<file path="src/design/gfm_pkg.sv">
// Package for the GF(2^128) GCM multiplier: lane type, field width and
// reduction feedback constant. No dependencies.
package gfm_pkg;

  // Field element width and default bits of the multiplier consumed per cell
  localparam int GFM_WIDTH     = 128;
  localparam int GFM_CELL_BITS = 8;

  // x^128 = x^7 + x^2 + x + 1 (0x87), reflected: 0xE1 in the top byte
  localparam logic [GFM_WIDTH-1:0] GFM_FEEDBACK = {8'hE1, {(GFM_WIDTH-8){1'b0}}};

  // Data carried from cell to cell
  typedef struct packed {
    logic [GFM_WIDTH-1:0] x;  // multiplier, next coefficient in the top bit
    logic [GFM_WIDTH-1:0] z;  // partial product
    logic [GFM_WIDTH-1:0] v;  // multiplicand times x^k, reduced
  } gfm_lane_t;

endpackage

</file>
<file path="src/design/gfm_cell.sv">
// One cell of the multiplier chain: consumes CELL_BITS multiplier coefficients
// and registers the updated lane. Depends on gfm_pkg.
module gfm_cell
  import gfm_pkg::*;
#(
  parameter int CELL_BITS = GFM_CELL_BITS
) (
  input  logic      clk,
  input  logic      rst_n,
  input  logic      up_valid,
  output logic      up_ready,
  input  gfm_lane_t up_lane,
  output logic      dn_valid,
  input  logic      dn_ready,
  output gfm_lane_t dn_lane
);

  logic      valid_r;
  logic      valid_nxt;
  gfm_lane_t lane_r;
  gfm_lane_t lane_nxt;
  logic [GFM_WIDTH-1:0] x_w;
  logic [GFM_WIDTH-1:0] z_w;
  logic [GFM_WIDTH-1:0] v_w;
  logic                 carry_w;

  // Accept when empty or when the downstream cell takes our transaction
  assign up_ready = !valid_r || dn_ready;
  assign valid_nxt = up_ready ? up_valid : valid_r;

  // Shift-and-add over this cell's coefficients, reducing V at each step
  always_comb begin
    x_w = up_lane.x;
    z_w = up_lane.z;
    v_w = up_lane.v;
    carry_w = 1'b0;
    for (int j = 0; j < CELL_BITS; j++) begin
      if (x_w[GFM_WIDTH-1]) begin
        z_w = z_w ^ v_w;
      end
      carry_w = v_w[0];
      v_w = v_w >> 1;
      if (carry_w) begin
        v_w = v_w ^ GFM_FEEDBACK;
      end
      x_w = x_w << 1;
    end
    lane_nxt.x = x_w;
    lane_nxt.z = z_w;
    lane_nxt.v = v_w;
  end

  // Hold the valid flag under reset
  always_ff @(posedge clk) begin
    if (!rst_n) begin
      valid_r <= 1'b0;
    end else begin
      valid_r <= valid_nxt;
    end
  end

  // Load the lane on each accepted transaction
  always_ff @(posedge clk) begin
    if (up_valid && up_ready) begin
      lane_r <= lane_nxt;
    end
  end

  assign dn_valid = valid_r;
  assign dn_lane  = lane_r;

endmodule

</file>
<file path="config.mk">
export PLATFORM = sky130hd
export DESIGN_NAME = gfm_cell
export DESIGN_NICKNAME = d
export VERILOG_FILES = /design/src/design/gfm_pkg.sv /design/src/design/gfm_cell.sv
export SDC_FILE = /design/constraint.sdc
export NUM_CORES = 1
export LEC_CHECK = 0
export BUFFER_PORTS_ARGS = -buffer_cell sky130_fd_sc_hd__buf_2
export CORE_AREA = 3 3 300 302
export DETAILED_ROUTE_END_ITERATION = 10
export DIE_AREA = 0 0 303 305
export GPL_ROUTABILITY_DRIVEN = 0
export GPL_TIMING_DRIVEN = 0
export SLEW_MARGIN = 25
export SYNTH_ARGS = -nofsm -noshare
export SYNTH_HDL_FRONTEND = slang
export SYNTH_SLANG_ARGS = --single-unit
</file>
<file path="constraint.sdc">
create_clock -name clk -period 13.2 [get_ports clk]
set_input_delay 2.64 -clock clk [delete_from_list [all_inputs] [get_ports clk]]
set_output_delay 2.64 -clock clk [all_outputs]
set_load 0.03 [all_outputs]
</file>
==> metrics.yaml <==
outcome:
  status: "finished, final reports clean"
routing:
  ant_nets: 0
  vias: 20916
  drc_errors: 0
  drt-wirelength-per-cell_um: 20.2
  routed_wl_um: 96500
  vias_per_cell: 4.38
  drt_pass1_iterations: 5
  drtIter0Drc: 1540
setup_path:
  path_delay_family: "buffers and inverters"
  end_kind: "output port"
  slowest_delay_ps: 190
  cpMostUsedCell: "buf_2"
  crit_cells: 3
  arrival_ps: 3070
  crit_path_top_delay_cell: "buf_2"
  cp.required_ps: 10560
  reg2reg_from: "dn_valid"
  r2r_cells: 6
  worst-r2r-setup-slack_ps: 10930
  worst-path-buf-inv: 2
  worst-setup-path-type: "input pin to output port"
  start_kind: "input pin"
  cp_max_fo: 3
  critical_path.cell_chain: "buf_2, nand2b_1, buf_2"
  r2r-end: "dn_lane[188]"
pwr:
  p_sw_share_pct: 34.7
  clkPwrFrac_pct: 29.1
  p_leak_uw: 0.0129
  cellPowerDensity_nw_per_um2: 133
  power_frac_comb_pct: 34.7
  peakVddDrop_v: 0.000110
  seq_power_share_pct: 36.2
  finalPower_uw: 4340
  p_sw_uw: 1510
  p_int_uw: 2830
logic_synthesis:
  ys_seq_area_share_pct: 44.2
  netlist_area_sq_um: 25600
  yosysWarningCount: 0
  ys_ff_latch: 377
  synth_top_cell_by_area: "edfxtp_1"
  syn_area_per_cell_sq_um: 9.44
  syn_inst: 2712
  ys_types: 37
  synth_top_area_share_pct: 44.1
  synthTopCellsByArea: "edfxtp_1 (44%), xnor2_1 (26%), nand2_1 (15%), xor2_1 (8.9%), clkbuf_1 (3.1%)"
floorplan:
  die_x_um: 303
  start_util_pct: 29.1
  ios: 774
  core_sq_um: 88000
  dieArea_sq_um: 92400
  rows: 109
  die_h_um: 305
timing:
  finalHoldViolations: 0
  drv_slew: 0
  finalSetupViolCount: 0
  whs_ps: 530
  fin_crit_ps: 5710
  rsz0062_at_grt: "false"
  fin_worst_skew_ps: 25.6
  relSlewSlack_pct: 39.6
  max_freq_ghz: 0.175
  post-route-period-util_pct: 43.3
  worstMarginPinSlew_ps: 905
global_routing:
  grt_usage_pct: 20.0
  grt_max_degree: 52
  grt_overflow: 0
  grt_pass1_vias: 20512
  antenna_found_initial: 81
  grt_first_pass_wirelength_um: 137000
layout:
  finish.utilization_pct: 37.2
  drive_above_1_share_pct: 24.2
  area.growth.synth_to_final_pct: 27.8
  fill_cells: 9022
  nets: 3920
  fin_area_sq_um: 32700
clock_network:
  cts_tree: "built"
  cts_hold_buf: 0
  ctsResizeCount: 0
  cts_num_sinks: 377
  clock_path_buffers: 3
  clock_latency_ps: 590
  htree_levels: 2
  root_buffer: "clkbuf_16"
  clk_pin_slew_ps: 60
  numCtsBuffers: 47
  post_cts_buffers: 0
placement:
  placed_area_sq_um: 31100
  hpwl_um: 76000
  port_buffers: 755
worst_hold_path:
  holdPathEnd: "dn_valid"
  hold_class: "flip-flop to flip-flop"
  hp-start: "dn_valid"
  hold_path_depth: 2
flow_run:
  cap_violations: 0
[layout by cell type (no fill, tap or decap), types with 2 or more instances in the layout]
master and instances:
buf_16 9, xor2_2 2, nand2_1 1009, buf_2 764
a2bb2oi_1 2, o21ai_0 4, clkbuf_16 48, xnor2_1 763
clkinv_2 5, buf_4 9, diode_2 47, a21oi_1 2
clkinv_4 4, nand3_1 2, clkinv_1 10, o22ai_1 2
clkbuf_2 7, clkinvlp_4 6, xor2_1 261, edfxtp_1 376
buf_1 20, a22oi_1 3, mux2i_1 4, nor2_1 3
bufinv_16 3, clkbuf_1 209, xor3_1 4, xnor3_1 6
inv_1 5, conb_1 8
[layer usage]
| layer | wire length (um) | track usage [%] |
|---|---|---|
| met5 | 206 | 0 |
| met4 | 4950 | 9.79 |
| met3 | 9460 | 6.35 |
| met2 | 46400 | 33.7 |
| met1 | 35500 | 22.9 |
[power groups by stage]
stage	Clock, uW	Sequential, uW	Combinational, uW
floorplan	0	1920	777
global placement	0	1630	1490
detailed placement	0	1590	1520
CTS	1300	1570	1520
global route	1350	1580	1620
finish	1260	1570	1510
[registers in the layout (all words and copies together), names as in the netlist]
register / flops
dn_valid: 1
dn_lane: 376
[synth_stat cells (all sizes together)]
| master | n |
|---|---|
| a31oi | 1 |
| xnor2 | 763 |
| or2 | 1 |
| a22oi | 4 |
| a21boi | 1 |
| nor2 | 3 |
| mux2i | 4 |
| a2bb2oi | 2 |
| o21ai | 4 |
| nor2b | 1 |
| dfxtp | 1 |
| buf | 39 |
| a211oi | 1 |
| xnor3 | 6 |
| a311oi | 1 |
| nor3 | 1 |
| nand2b | 1 |
| conb | 1 |
| xor2 | 263 |
| mux2 | 1 |
| nor3b | 1 |
| nand3 | 2 |
| edfxtp | 376 |
| inv | 5 |
| nand2 | 1009 |
| clkbuf | 209 |
| and3 | 1 |
| and2 | 1 |
| a21oi | 2 |
| xor3 | 5 |
| o22ai | 2 |
[worst max-delay path by stage]
stage	to	from	slack, ps
after floorplan	dn_lane[0]	dn_ready	910
after global placement	dn_lane[48]	dn_ready	-3390
after detailed placement	up_ready	dn_ready	7490
after CTS	up_ready	dn_ready	7490
after global routing	up_ready	dn_ready	7450
final	up_ready	dn_ready	7490
[worst min-delay path, stage by stage (launching register included)]
cell and delay (ps):
dfxtp_1 310, nand2b_1 90, a21boi_0 80
[per-stage QoR]
| step | worst slack, ps | TNS, ps | cells |
|---|---|---|---|
| after floorplan | 909 | 0 | 2719 |
| after global placement | -3390 | -1237260 | 4639 |
| after detailed placement | 7490 | 0 | 4648 |
| after CTS | 7490 | 0 | 4733 |
| after global routing | 7450 | 0 | 4758 |
| final | 7490 | 0 | 4780 |
[cell families (layout without fill, tap and decap cells)]
kind of cell | after synthesis | in the layout | share of synthesized area, %
and+or+nand+nor | 1021 | 1021 | 15.0
AOI/OAI and AO/OA | 18 | 18 | 0.489
xor gates and xnor gates | 1037 | 1037 | 36.2
DFF | 377 | 377 | 44.2
muxes | 5 | 5 | 0.200
buffers and inverters | 253 | 1102 | 3.91
other | 1 | 55 | 0.0146
[layout make-up]
class	instances	area, sq um	share of cell area, %
antenna	47	118	0.359
buffer	248	992	3.03
clock buffer	55	1230	3.75
clock inverter	30	258	0.788
inverter	5	18.8	0.0573
multi-input combinational	2089	13300	40.7
sequential	377	11300	34.6
tap	1165	1460	4.45
timing repair buffer	764	4030	12.3
No activity file was read; power rests on OpenSTA's default activity.
